**config.mk**
```make
export PLATFORM = sky130hd
export DESIGN_NAME = bir_ctrl
export DESIGN_NICKNAME = d
export VERILOG_FILES = /design/src/design/bir_pkg.sv /design/src/design/bir_ctrl.sv
export SDC_FILE = /design/constraint.sdc
export NUM_CORES = 1
export LEC_CHECK = 0
export BUFFER_PORTS_ARGS = -buffer_cell sky130_fd_sc_hd__buf_2
export CAP_MARGIN = 20
export CORE_MARGIN = 2
export CORE_UTILIZATION = 25
export CTS_BUF_LIST = sky130_fd_sc_hd__clkbuf_8
export CTS_CLUSTER_SIZE = 20
export DETAILED_ROUTE_END_ITERATION = 7
export RECOVER_POWER = 50
export REMOVE_ABC_BUFFERS = 1
export SLEW_MARGIN = 20
export SYNTH_ARGS = -nofsm -noshare
export SYNTH_HDL_FRONTEND = slang
export SYNTH_SLANG_ARGS = --single-unit
```
**constraint.sdc**
```tcl
create_clock -name clk_i -period 1.6 [get_ports clk_i]
set_clock_uncertainty 0.1 [all_clocks]
set_input_delay 0.32 -clock clk_i [delete_from_list [all_inputs] [get_ports clk_i]]
set_output_delay 0.32 -clock clk_i [all_outputs]
set_load 0.005 [all_outputs]
```
**src/design/bir_pkg.sv**
```systemverilog
`timescale 1ns / 1ps
// ----------------------------------------------------------------------------
// bir_pkg
// Shared types, widths and codes of the bilinear image rescaler.
// ----------------------------------------------------------------------------
package bir_pkg;

  // Default geometry and position precision
  localparam int DefMaxSrcWidth  = 512;
  localparam int DefMaxSrcHeight = 512;
  localparam int DefFracBits     = 16;

  // Register and field widths
  localparam int SizeW  = 10;
  localparam int ScaleW = 12;
  localparam int DstW   = 12;
  localparam int SrcW   = 9;
  localparam int ChanW  = 8;
  localparam int PixW   = 3 * ChanW;
  localparam int DsizeW = SizeW + ScaleW - 8;
  localparam int CfgIdxW  = 3;
  localparam int CfgDataW = 12;

  // Configuration register indexes
  localparam logic [CfgIdxW-1:0] CFG_SRC_WIDTH  = 3'd0;
  localparam logic [CfgIdxW-1:0] CFG_SRC_HEIGHT = 3'd1;
  localparam logic [CfgIdxW-1:0] CFG_SCALE_X    = 3'd2;
  localparam logic [CfgIdxW-1:0] CFG_SCALE_Y    = 3'd3;
  localparam logic [CfgIdxW-1:0] CFG_MONO_MODE  = 3'd4;

  // Input operation codes
  localparam logic OPER_WRITE   = 1'b0;
  localparam logic OPER_REQUEST = 1'b1;

  // Colour channel codes
  localparam logic [1:0] CH_RED   = 2'd0;
  localparam logic [1:0] CH_GREEN = 2'd1;
  localparam logic [1:0] CH_BLUE  = 2'd2;

  typedef struct packed {
    logic              operation;
    logic [SrcW-1:0]   src_col;
    logic [SrcW-1:0]   src_row;
    logic [ChanW-1:0]  in_red;
    logic [ChanW-1:0]  in_green;
    logic [ChanW-1:0]  in_blue;
    logic [DstW-1:0]   dst_col;
    logic [DstW-1:0]   dst_row;
  } bir_in_t;

  typedef struct packed {
    logic [DstW-1:0]   out_col;
    logic [DstW-1:0]   out_row;
    logic [ChanW-1:0]  out_red;
    logic [ChanW-1:0]  out_green;
    logic [ChanW-1:0]  out_blue;
    logic              out_of_range;
  } bir_out_t;

  // Datapath operations
  typedef enum logic [3:0] {
    DP_NOP,
    DP_SIZE_X,
    DP_SIZE_Y,
    DP_DIV_INIT,
    DP_DIV_STEP,
    DP_CLAMP,
    DP_READ,
    DP_WEIGHT,
    DP_MAC,
    DP_CHAN,
    DP_OUT
  } bir_op_e;

  typedef struct packed {
    bir_op_e    op;
    logic [1:0] sel;   // neighbour index, or axis for the divider
    logic [1:0] ch;
  } bir_cmd_t;

  typedef struct packed {
    logic oor;
    logic out_free;
    logic mono;
  } bir_status_t;

endpackage

```
**src/design/bir_ctrl.sv**
```systemverilog
`timescale 1ns / 1ps
// ----------------------------------------------------------------------------
// bir_ctrl
// Sequencer of one request: sizes, two divisions, reads, weights, blend.
// ----------------------------------------------------------------------------
module bir_ctrl import bir_pkg::*; #(
  parameter int FRAC_BITS = DefFracBits
) (
  input  logic        clk_i,
  input  logic        rst_ni,
  input  logic        in_valid_i,
  input  logic        in_req_i,
  output logic        in_stall_o,
  input  bir_status_t status_i,
  output bir_cmd_t    cmd_o
);

  localparam int DivSteps = DstW + SizeW + FRAC_BITS;
  localparam int CntW     = $clog2(DivSteps);

  typedef enum logic [3:0] {
    S_IDLE, S_DW, S_DH, S_CHECK, S_DIVX_INIT, S_DIVX, S_DIVY_INIT, S_DIVY,
    S_CLAMP, S_READ, S_WEIGHT, S_MAC, S_CHAN, S_RESULT
  } state_e;

  state_e          state_q;
  logic [CntW-1:0] cnt_q;
  logic [1:0]      ch_q;

  assign in_stall_o = (state_q != S_IDLE);

  always_comb begin
    cmd_o.op  = DP_NOP;
    cmd_o.sel = cnt_q[1:0];
    cmd_o.ch  = ch_q;
    unique case (state_q)
      S_DW:        cmd_o.op = DP_SIZE_X;
      S_DH:        cmd_o.op = DP_SIZE_Y;
      S_DIVX_INIT: begin cmd_o.op = DP_DIV_INIT; cmd_o.sel = 2'd0; end
      S_DIVX:      begin cmd_o.op = DP_DIV_STEP; cmd_o.sel = 2'd0; end
      S_DIVY_INIT: begin cmd_o.op = DP_DIV_INIT; cmd_o.sel = 2'd1; end
      S_DIVY:      begin cmd_o.op = DP_DIV_STEP; cmd_o.sel = 2'd1; end
      S_CLAMP:     cmd_o.op = DP_CLAMP;
      S_READ:      cmd_o.op = DP_READ;
      S_WEIGHT:    cmd_o.op = DP_WEIGHT;
      S_MAC:       cmd_o.op = DP_MAC;
      S_CHAN:      cmd_o.op = DP_CHAN;
      S_RESULT:    cmd_o.op = status_i.out_free ? DP_OUT : DP_NOP;
      default:     cmd_o.op = DP_NOP;
    endcase
  end

  always_ff @(posedge clk_i or negedge rst_ni) begin
    if (!rst_ni) begin
      state_q <= S_IDLE;
      cnt_q   <= '0;
      ch_q    <= CH_RED;
    end else begin
      unique case (state_q)
        S_IDLE: begin
          if (in_valid_i && in_req_i == OPER_REQUEST) state_q <= S_DW;
        end
        S_DW:    state_q <= S_DH;
        S_DH:    state_q <= S_CHECK;
        S_CHECK: state_q <= status_i.oor ? S_RESULT : S_DIVX_INIT;
        S_DIVX_INIT: begin
          cnt_q   <= '0;
          state_q <= S_DIVX;
        end
        S_DIVX: begin
          cnt_q <= cnt_q + 1'b1;
          if (cnt_q == CntW'(DivSteps - 1)) state_q <= S_DIVY_INIT;
        end
        S_DIVY_INIT: begin
          cnt_q   <= '0;
          state_q <= S_DIVY;
        end
        S_DIVY: begin
          cnt_q <= cnt_q + 1'b1;
          if (cnt_q == CntW'(DivSteps - 1)) begin
            cnt_q   <= '0;
            state_q <= S_CLAMP;
          end
        end
        S_CLAMP: state_q <= S_READ;
        S_READ: begin
          cnt_q <= cnt_q + 1'b1;
          if (cnt_q[1:0] == 2'd3) begin
            cnt_q   <= '0;
            state_q <= S_WEIGHT;
          end
        end
        S_WEIGHT: begin
          cnt_q <= cnt_q + 1'b1;
          if (cnt_q[1:0] == 2'd3) begin
            cnt_q   <= '0;
            ch_q    <= CH_RED;
            state_q <= S_MAC;
          end
        end
        S_MAC: begin
          cnt_q <= cnt_q + 1'b1;
          if (cnt_q[1:0] == 2'd3) begin
            cnt_q   <= '0;
            state_q <= S_CHAN;
          end
        end
        S_CHAN: begin
          if (status_i.mono || ch_q == CH_BLUE) begin
            state_q <= S_RESULT;
          end else begin
            ch_q    <= ch_q + 1'b1;
            state_q <= S_MAC;
          end
        end
        S_RESULT: begin
          if (status_i.out_free) state_q <= S_IDLE;
        end
        default: state_q <= S_IDLE;
      endcase
    end
  end

endmodule

```
==> qor.yml, run 1 <==
grt:
  grt_usage_pct: 16.6
  gr-total-overflow: 0
  grt_pass1_wl_um: 5620
  grt_pass1_vias: 1244
  antenna_found_initial: 0
  grt_max_degree: 13
power:
  p_sw_w: 0.00147
  netSwitchingFraction_pct: 40.9
  power.share.clock_pct: 9.5
  peakVddDrop_uv: 860
  seq_power_share_pct: 17.1
  leakage_nw: 0.834
  finalPower_w: 0.00359
  comb_power_share_pct: 73.4
  power_density_mw_per_mm2: 2040
  internal-power_w: 0.00212
floorplan:
  die_y_um: 67.1
  pin_count: 16
  dieArea_mm2: 0.00450
  fp.coreArea_mm2: 0.00374
  initial_core_util_pct: 26.6
  die_x_um: 67.1
  num_rows: 22
cells_and_area:
  multi_input_comb_area_um2: 768
  final_cell_mix: "41 x buf_4, 14 x buf_6, 13 x buf_2, 9 x nand2_1, 8 x dfrtp_1"
  synthToLayoutAreaGrowth_pct: 76.9
  final_area_mm2: 0.00176
  seq_area_um2: 305
  antenna_cells: 0
  layout_commonest_cell: "buf_4"
  final_util_pct: 47.0
  nets: 200
  filler_cell_count: 353
  layout-drive-gt1-share_pct: 59.0
clock_tree:
  cts_buffers: 3
  clk_path_buf_depth: 2
  clock-root-buffer: "clkbuf_8"
  tritoncts: "yes"
  cts.sinks: 12
  path_clk_slew_ns: 0.06
  clock_latency_ns: 0.24
  cts_max_level: 1
setup_path:
  r2r_cells: 7
  r2r_start: "state_q[2]"
  end_kind: "output pin"
  path_buf_inv: 1
  worst-setup-path-type: "flop to output pin"
  cp_cell_sequence: "or4_4 -> buf_6"
  cp.arrival_ns: 1.39
  crit_path_max_incr_delay_ns: 0.54
  cpLargestDelayFamily: "simple AND/OR/NAND/NOR gates"
  crit_cells: 2
  startpoint_type: "flop"
  crit_fanout: 7
  critPathCapture: "in_stall_o"
  critPathRequiredTime_ns: 1.18
  slowest_stage: "or4_4"
  rrSetupSlack_ns: -0.18
  cp-startpoint: "state_q[3]"
  r2r_end: "ch_q[0]"
outcome:
  status: "finished, violations left"
  violations: "setup timing"
yosys:
  synth_top_area_share_pct: 30.2
  ys_top_cells_by_area: "dfrtp_1 30%, ha_1 5.0%, o21ai_0 5.0%, nand2_1 4.9%, a21oi_1 3.5%"
  yosys_warnings: 0
  yosysTopAreaCell: "dfrtp_1"
  postSynthAreaPerCell_um2: 8.09
  synth.distinct_cells: 44
  synth_seq_cells: 12
  synthesis.area_um2: 995
  syn_inst: 123
  synth_seq_area_share_pct: 30.2
drt:
  avgRoutedWirePerCell_um: 15.3
  vias_per_cell: 5.28
  drc_errors: 0
  num_vias: 1245
  drt-pass1-iter-count: 4
  ant_nets: 0
  wirelength_um: 3610
  drt_first_iter_violations: 58
place:
  dpl.hpwl_um: 2190
  placement.io_buffers: 15
  postPlaceCellArea_mm2: 0.00129
  gp_congestion: 0.822
  dp_slack_ns: -0.225
sta:
  max_freq_ghz: 0.554
  setup_viol: 19
  slew_headroom_pct: 52.7
  fin_crit_ns: 1.81
  hold_viol: 0
  min_period_over_period_pct: 113
  slew_viol_final: 0
  rsz0062_at_grt: "true"
  tightest_slew_ns: 0.710
  fin_ws_ns: -0.206
worst_hold_path:
  hp-class: "input pin to flop"
  hold_path.startpoint: "status_i[2]"
job:
  max_cap_violations: 0
-- power by group through the flow --
stage	combinational (W)	clock, W	sequential (W)
final	0.00264	0.000341	0.000614
after global routing	0.00283	0.000362	0.000637
after CTS	0.00225	0.000344	0.000589
after detailed placement	0.00165	0	0.000615
after global placement	0.00161	0	0.000597
after floorplan	0.000798	0	0.000663
-- tightest hold or removal path, delay by kind of cell --
kind / cells / cell delay (ns)
muxes: 1 / 0.13
buffers and inverters: 1 / 0.08
AOI/OAI and AO/OA: 1 / 0.12
-- synthesized netlist by cell type (all sizes together) --
| cell type | n |
|---|---|
| mux2i | 1 |
| a21o | 4 |
| o2111ai | 2 |
| o31ai | 3 |
| nand3 | 6 |
| nor4bb | 1 |
| a211o | 1 |
| xnor2 | 1 |
| nand4 | 2 |
| a22o | 1 |
| nor3 | 1 |
| nor2 | 7 |
| ha | 4 |
| clkbuf | 4 |
| nand3b | 3 |
| o22ai | 1 |
| mux2 | 1 |
| o211ai | 2 |
| o311ai | 1 |
| nand2b | 1 |
| or3 | 1 |
| nand2 | 13 |
| and3 | 2 |
| or2 | 2 |
| a31oi | 5 |
| inv | 6 |
| o21ai | 10 |
| nand4b | 1 |
| and2b | 1 |
| a21oi | 7 |
| nor3b | 2 |
| buf | 5 |
| a211oi | 2 |
| xor2 | 1 |
| or4 | 2 |
| dfrtp | 12 |
| o211a | 1 |
| nor2b | 3 |
-- repair_timing --
| item | in CTS | in global routing |
|---|---|---|
| pin swaps | 18 | 12 |
| setup endpoints to repair | 18 | 19 |
| hold endpoints to repair | 12 | 0 |
| gates resized for setup | 37 | 24 |
| hold buffers | 1 | 0 |
| setup buffers | 17 | 10 |
-- cells by family (layout without fill, tap and decap cells) --
group	after synthesis	in the layout	synth area share (%)
compound gates	40	40	27.2
xor+xnor	2	2	1.76
fa+ha+maj	4	4	5.03
buf+inv	15	80	6.79
flops	12	12	30.2
mux	2	2	2.14
simple gates	48	48	26.9
-- stage by stage --
stage	TNS, ns	hold WS [ns]	instances
2_1_floorplan	-0.727	-0.0756	114
3_3_place_gp	-0.510	0.116	204
3_5_place_dp	-1.54	0.126	204
4_1_cts	-2.44	0.344	226
5_1_grt	-3.57	0.374	236
6_report	-2.52	0.343	236
-- metal layers --
metal | wire, um | GRT usage (%)
met1 | 1510 | 20.3
met4 | 145 | 8.16
met3 | 182 | 2.53
met5 | 0 | 0
met2 | 1770 | 28.0
-- cell type report --
cell class	count	area share (%)
well taps	48	3.41
flip-flops and latches	12	17.4
inverters	6	1.49
clock buffers	4	3.13
repair buffers	70	30.9
multi-input cells	96	43.7
-- worst min path at each step --
stage	endpoint	slack [ns]	cells past startpoint
3_3_place_gp	ch_q[0]	0.12	1
4_1_cts	state_q[3]	0.34	3
2_1_floorplan	ch_q[0]	-0.08	0
5_1_grt	state_q[3]	0.37	3
6_report	state_q[3]	0.34	3
3_5_place_dp	cnt_q[3]	0.13	1
-- flip-flops by register name, indices dropped and copies added, names as in the netlist --
| signal | flops |
|---|---|
| cnt_q | 6 |
| state_q | 4 |
| ch_q | 2 |
Note: power is estimated with default switching activity, not from simulation.
==> run 2, diff against run 1 <==
ABC_AREA = 1   (was not set)
==> run 2 against run 1 <==
Against the previous run:
- the run still ends with setup timing left
- register-to-register slack better by 0.22 ns
- sequential power is 1% higher
- clock power hardly changed
- critical path depth is 2 higher
- non-clock buffer count is 35 lower
- setup slack better by 0.083 ns
- fmax is 4.8% higher
- area after synthesis is 0.38% lower
- clock-buffer cell count stayed put
==> qor.yml, run 2 <==
cells_and_area:
  final_cell_mix: "52 x nand2_1, 17 x inv_1, 16 x buf_4, 14 x buf_2, 11 x nor2_1"  # was 41 x buf_4, 14 x buf_6, 13 x buf_2, 9 x nand2_1, 8 x dfrtp_1
  largest_reg_flops: 6  # unchanged
  reg_top3: "cnt_q (6), state_q (4), ch_q (2)"  # unchanged
  layout-drive-gt1-share_pct: 37.8  # was 59.0%
  synthToLayoutAreaGrowth_pct: 45.1  # was 76.9%
  seq_area_um2: 305  # unchanged
  final_area_mm2: 0.00144  # was 0.00176 mm2
  filler_cell_count: 406  # was 353
  stdcell_count: 241  # was 236
  antenna_cells: 0  # unchanged
  multi_input_comb_area_um2: 681  # was 768 um2
  nets: 205  # was 200
  top_register: "cnt_q"  # unchanged
  layout_commonest_cell: "nand2_1"  # was buf_4
drt:
  drt_first_iter_violations: 42  # was 58
  drc_errors: 0  # unchanged
  num_vias: 1110  # was 1,245
  wirelength_um: 2770  # was 3610 um
  avgRoutedWirePerCell_um: 11.5  # was 15.3 um
  ant_nets: 0  # unchanged
  drt-pass1-iter-count: 4  # unchanged
  vias_per_cell: 4.61  # was 5.28
sta:
  whs_ns: 0.303  # was 0.343 ns
  rsz0062_at_grt: "true"  # unchanged
  fin_setup_tns_ns: -0.561  # was -2.52 ns
  tightest_slew_ns: 0.711  # was 0.710 ns
  max_freq_ghz: 0.581  # was 0.554 GHz
  slew_headroom_pct: 52.6  # was 52.7%
  fin_ws_ns: -0.122  # was -0.206 ns
  setup_viol: 7  # was 19
  min_period_over_period_pct: 108  # was 113%
  hold_viol: 0  # unchanged
  slew_viol_final: 0  # unchanged
  fin_crit_ns: 1.72  # was 1.81 ns
floorplan:
  num_rows: 22  # unchanged
  die_x_um: 67.0  # was 67.1 um
  dieArea_mm2: 0.00448  # was 0.00450 mm2
  initial_core_util_pct: 26.5  # was 26.6%
  fp.coreArea_mm2: 0.00374  # unchanged
  pin_count: 16  # unchanged
  die_y_um: 67.0  # was 67.1 um
setup_path:
  crit_path_max_incr_delay_ns: 0.48  # was 0.54 ns
  worst-setup-path-type: "flop to output pin"  # unchanged
  slowest_stage: "dfrtp_2"  # was or4_4
  crit_fanout: 6  # was 7
  startpoint_type: "flop"  # unchanged
  cp.arrival_ns: 1.30  # was 1.39 ns
  cp_cell_sequence: "nor2_4 -> buf_6 -> o2111ai_2 -> buf_2"  # was or4_4 -> buf_6
  end_kind: "output pin"  # unchanged
  critPathRequiredTime_ns: 1.18  # about the same
yosys:
  synth.distinct_cells: 25  # was 44
  async_flop_share_pct: 100  # unchanged
  synth_top_area_share_pct: 30.3  # was 30.2%
  ys_top_cells_by_area: "dfrtp_1 30%, nand2_1 22%, inv_1 7.2%, nor2_1 5.7%, nand3_1 5.6%"  # was dfrtp_1 30%, ha_1 5.0%, o21ai_0 5.0%, nand2_1 4.9%, a21oi_1 3.5%
  postSynthAreaPerCell_um2: 6.39  # was 8.09 um2
  yosys_warnings: 0  # unchanged
  synth.most_common_cell: "nand2_1"  # unchanged
  synth_edf_count: 0  # unchanged
  synth_seq_area_share_pct: 30.3  # was 30.2%
  yosysTopAreaCell: "dfrtp_1"  # unchanged
  synthesis.area_um2: 991  # was 995 um2
  syn_inst: 155  # was 123
  synth_commonest_cells: "59 x nand2_1, 19 x inv_1, 15 x nor2_1, 12 x dfrtp_1, 11 x nand3_1"  # was 13 x nand2_1, 12 x dfrtp_1, 10 x o21ai_0, 7 x a21oi_1, 7 x nor2_1
  synth_seq_cells: 12  # unchanged
  synth_flop_cell: "dfrtp_1"  # unchanged
place:
  dpl.hpwl_um: 1920  # was 2190 um
  postPlaceCellArea_mm2: 0.00118  # was 0.00129 mm2
  placement.io_buffers: 15  # unchanged
  dp_slack_ns: 0.0302  # was -0.225 ns
  placedCellCount: 225  # was 204
  gp_congestion: 0.844  # was 0.822
job:
  max_cap_violations: 0  # unchanged
clock_tree:
  path_clk_slew_ns: 0.06  # about the same
  clock-root-buffer: "clkbuf_8"  # unchanged
  clock_latency_ns: 0.25  # was 0.24 ns
  tritoncts: "yes"  # unchanged
  cts.sinks: 12  # unchanged
  cts_max_level: 1  # unchanged
  cts_buffers: 3  # unchanged
  clk_path_buf_depth: 2  # unchanged
grt:
  gr-total-overflow: 0  # unchanged
  grt_usage_pct: 13.2  # was 16.6%
  grt_pass1_wl_um: 4470  # was 5620 um
  grt_max_degree: 13  # unchanged
  antenna_found_initial: 0  # unchanged
  grt_pass1_vias: 1001  # was 1,244
outcome:
  violations: "setup timing"  # unchanged
  status: "finished, violations left"  # unchanged
worst_hold_path:
  hp-class: "input pin to flop"  # unchanged
power:
  seq_power_share_pct: 21.5  # was 17.1%
  leakage_nw: 0.785  # was 0.834 nW
  power_density_mw_per_mm2: 2000  # was 2040 mW/mm2
  peakVddDrop_uv: 434  # was 860 uV
  power.share.clock_pct: 11.8  # was 9.5%
  p_sw_w: 0.00139  # was 0.00147 W
  internal-power_w: 0.00149  # was 0.00212 W
  netSwitchingFraction_pct: 48.2  # was 40.9%
  comb_power_share_pct: 66.6  # was 73.4%
==> run 2: stage by stage <==
stage                     utilization (%)  power, W
after global placement               31.6   0.00207
final                                38.4   0.00288
after floorplan                         -   0.00156
after CTS                            36.0   0.00266
after global routing                 38.4   0.00314
after detailed placement             31.6   0.00206
==> run 2: layout make-up <==
class / count / area share (%)
Sequential cell: 12 / 21.2
Multi-Input combinational cell: 118 / 47.3
Inverter: 24 / 6.61
Timing Repair Buffer: 35 / 16.8
Tap cell: 48 / 4.18
Clock buffer: 4 / 3.83
==> run 2: worst max-delay path, delay by kind of cell (launching register included) <==
kind / cells / cell delay, ns
buf+inv: 2 / 0.26
compound gates: 1 / 0.09
flops: 1 / 0.48
simple gates: 1 / 0.21
==> run 2: cells by family (layout without fill, tap and decap cells) <==
logic type	Yosys count	after routing	synth area share (%)
AO/OA/AOI/OAI	14	14	8.46
adder cells (fa/ha/maj)	4	4	5.05
AND/OR/NAND/NOR	99	99	45.2
buffers and inverters	25	63	10.1
flip-flops	12	12	30.3
XOR/XNOR	1	1	0.884
==> run 2: final timing paths <==
check                                  from          to  slack [ns]  depth (start not counted)
worst max-delay path             state_q[0]    cmd_o[5]       -0.12                          4
worst min-delay path            status_i[0]  state_q[1]        0.30                          4
worst max register to register   state_q[3]    cnt_q[1]        0.04                          9
worst min register to register      ch_q[1]     ch_q[1]        0.40                          2
max in group asynchronous            rst_ni  state_q[3]        0.37                          2
min in group asynchronous            rst_ni     ch_q[1]        0.54                          2
==> run 2: metal layers <==
| metal | GRT usage [%] | up-vias | share of wire [%] | routed length (um) |
|---|---|---|---|---|
| met5 | 0 | - | 0 | 0 |
| met4 | 4.59 | 0 | 1.9 | 52 |
| met3 | 2.53 | 4 | 4.4 | 121 |
| met2 | 20.3 | 33 | 45 | 1250 |
| met1 | 18.5 | 507 | 49 | 1350 |
| li1 | - | 566 | - | - |
==> run 2: power groups by stage <==
stage	registers [W]	logic, W	clock network, W
finish	0.000620	0.00192	0.000341
global route	0.000645	0.00213	0.000359
global placement	0.000587	0.00148	0
CTS	0.000615	0.00169	0.000351
floorplan	0.000569	0.000994	0
detailed placement	0.000590	0.00147	0
==> run 2: timing repair <==
item | in CTS | in global routing
endpoints found under the hold margin | 12 | 0
buffers inserted | 7 | 4
pin swaps | 7 | 10
resized for setup | 18 | 18
hold buffers | 1 | 0
setup endpoints to repair | 7 | 16
==> run 3, diff against run 2 <==
--- a/constraint.sdc
+++ b/constraint.sdc
@@ -4,2 +4,2 @@
 set_output_delay 0.32 -clock clk_i [all_outputs]
-set_load 0.005 [all_outputs]
+set_load 0.01 [all_outputs]
==> run 3 against run 2 <==
Against the previous run:
- the flow still finishes with violations (setup timing)
- power grew 2.1%
- fmax grew 0.36%
- non-clock buffer count grew 3
- utilization grew 0.23 points
- sequential share of layout area shrank 0.13 points
- clock power shrank 20%
- combinational power grew 6%
- register-to-register slack lost 0.05 ns
- die area is the same
- critical path depth grew 1
- critical path type unchanged
- highest routed layer unchanged
==> qor.yml, run 3 (synthesis gave the netlist of run 2 again) <==
grt:
  antenna_found_initial: 0  # unchanged
  grt_usage_pct: 13.7  # was 13.2%
  grt_max_degree: 13  # unchanged
  grt_pass1_wl_um: 4620  # was 4470 um
  grt_pass1_vias: 1059  # was 1,001
  gr-total-overflow: 0  # unchanged
clock_tree:
  clk_path_buf_depth: 2  # unchanged
  clock_latency_ns: 0.24  # was 0.25 ns
  cts_buffers: 3  # unchanged
  clock-root-buffer: "clkbuf_8"  # unchanged
  tritoncts: "yes"  # unchanged
  path_clk_slew_ns: 0.05  # was 0.06 ns
  cts.sinks: 12  # unchanged
  cts_max_level: 1  # unchanged
place:
  gp_congestion: 0.879  # was 0.844
  dpl.hpwl_um: 1970  # was 1920 um
  placedCellCount: 225  # unchanged
  placement.io_buffers: 15  # unchanged
cells_and_area:
  synthToLayoutAreaGrowth_pct: 46.0  # was 45.1%
  top_register: "cnt_q"  # unchanged
  reg_top3: "cnt_q (6), state_q (4), ch_q (2)"  # unchanged
  final_util_pct: 38.6  # was 38.4%
  layout_commonest_cell: "nand2_1"  # unchanged
  stdcell_count: 243  # was 241
  filler_cell_count: 399  # was 406
  largest_reg_flops: 6  # unchanged
  antenna_cells: 0  # unchanged
  layout-drive-gt1-share_pct: 41.5  # was 37.8%
  final_cell_mix: "49 x nand2_1, 19 x buf_4, 14 x inv_1, 13 x buf_2"  # was 52 x nand2_1, 17 x inv_1, 16 x buf_4, 14 x buf_2, 11 x nor2_1
  nets: 208  # was 205
setup_path:
  end_kind: "output pin"  # unchanged
  cp-startpoint: "state_q[3]"  # was state_q[0]
  cp.arrival_ns: 1.30  # about the same
  worst-setup-path-type: "flop to output pin"  # unchanged
  crit_fanout: 5  # was 6
  r2r_start: "state_q[3]"  # unchanged
  critPathRequiredTime_ns: 1.18  # about the same
  startpoint_type: "flop"  # unchanged
floorplan:
  dieArea_mm2: 0.00448  # unchanged
  fp.coreArea_mm2: 0.00374  # unchanged
  die_y_um: 67.0  # unchanged
  die_x_um: 67.0  # unchanged
  num_rows: 22  # unchanged
  initial_core_util_pct: 26.5  # unchanged
  pin_count: 16  # unchanged
sta:
  rsz0062_at_grt: "true"  # unchanged
  tightest_slew_ns: 0.704  # was 0.711 ns
  slew_headroom_pct: 53.1  # was 52.6%
  hold_viol: 0  # unchanged
  fin_ws_ns: -0.116  # was -0.122 ns
  setup_viol: 8  # was 7
  max_freq_ghz: 0.583  # was 0.581 GHz
  min_period_over_period_pct: 107  # was 108%
  slew_viol_final: 0  # unchanged
  fin_crit_ns: 1.72  # about the same
worst_hold_path:
  hold_path.startpoint: "status_i[0]"  # unchanged
  hp-class: "input pin to flop"  # unchanged
outcome:
  status: "finished, violations left"  # unchanged
  violations: "setup timing"  # unchanged
job:
  max_cap_violations: 0  # unchanged
drt:
  wirelength_um: 2830  # was 2770 um
  drc_errors: 0  # unchanged
  drt-pass1-iter-count: 4  # unchanged
  ant_nets: 0  # unchanged
  avgRoutedWirePerCell_um: 11.6  # was 11.5 um
  drt_first_iter_violations: 38  # was 42
  num_vias: 1091  # was 1,110
  vias_per_cell: 4.49  # was 4.61
power:
  finalPower_w: 0.00294  # was 0.00288 W
  power_density_mw_per_mm2: 2030  # was 2000 mW/mm2
  leakage_nw: 0.779  # was 0.785 nW
  peakVddDrop_uv: 534  # was 434 uV
## run 3: metal layers
layer | global-route usage, % | vias up | share of wire (%) | wire, um
li1 | - | 571 | - | -
met1 | 16.7 | 486 | 46 | 1290
met2 | 22.6 | 26 | 48 | 1370
met3 | 2.53 | 8 | 3.8 | 108
met4 | 7.40 | 0 | 2.3 | 64
met5 | 0 | - | 0 | 0
## run 3: repair_timing
item	CTS	global route
endpoints found under the hold margin	12	0
gates resized for setup	30	10
setup buffers	11	3
setup endpoints to repair	7	17
hold buffers	1	0
cloned	0	0
pin swaps	7	4
## run 3: power by group
group	internal, W	switching (W)	leakage (nW)	total (W)
combinational	0.000892	0.00114	0.610	0.00203
sequential	0.000436	0.000195	0.148	0.000631
clock	0.000166	0.000108	0.0216	0.000274
total	0.00149	0.00144	0.779	0.00294
## run 3: metrics by stage
| stage | setup slack, ns | hold WS, ns | instance area (um2) | TNS [ns] |
|---|---|---|---|---|
| 6_report | -0.116 | 0.303 | 1450 | -0.586 |
| 5_1_grt | -0.188 | 0.344 | 1450 | -1.66 |
| 4_1_cts | -0.0964 | 0.300 | 1400 | -0.473 |
| 3_5_place_dp | 0.0271 | 0.125 | 1180 | 0 |
| 3_3_place_gp | 0.0299 | 0.127 | 1180 | 0 |
| 2_1_floorplan | 0.167 | -0.0756 | 986 | 0 |
## run 3: area by class of cell
| type | count | area (um2) | area share, % |
|---|---|---|---|
| Sequential cell | 12 | 305 | 21.1 |
| Multi-Input combinational cell | 118 | 678 | 46.9 |
| Clock buffer | 3 | 41.3 | 2.85 |
| Timing Repair Buffer | 38 | 267 | 18.4 |
| Tap cell | 48 | 60.1 | 4.15 |
| Inverter | 24 | 95.1 | 6.57 |
## run 3: critical path, stage by stage (launching register included)
cell and delay, ns:
dfrtp_2 0.47, inv_2 0.11, nand2_1 0.16, nand2_1 0.13, o21ai_2 0.06, buf_2 0.14
## run 3: worst paths after layout
kind	depth (start not counted)	to	slack [ns]
setup / recovery	5	cmd_o[2]	-0.12
hold / removal	4	state_q[1]	0.30
setup reg to reg	9	cnt_q[1]	-0.01
hold reg to reg	2	ch_q[1]	0.40
max in group asynchronous	2	state_q[1]	0.36
min in group asynchronous	2	cnt_q[3]	0.55
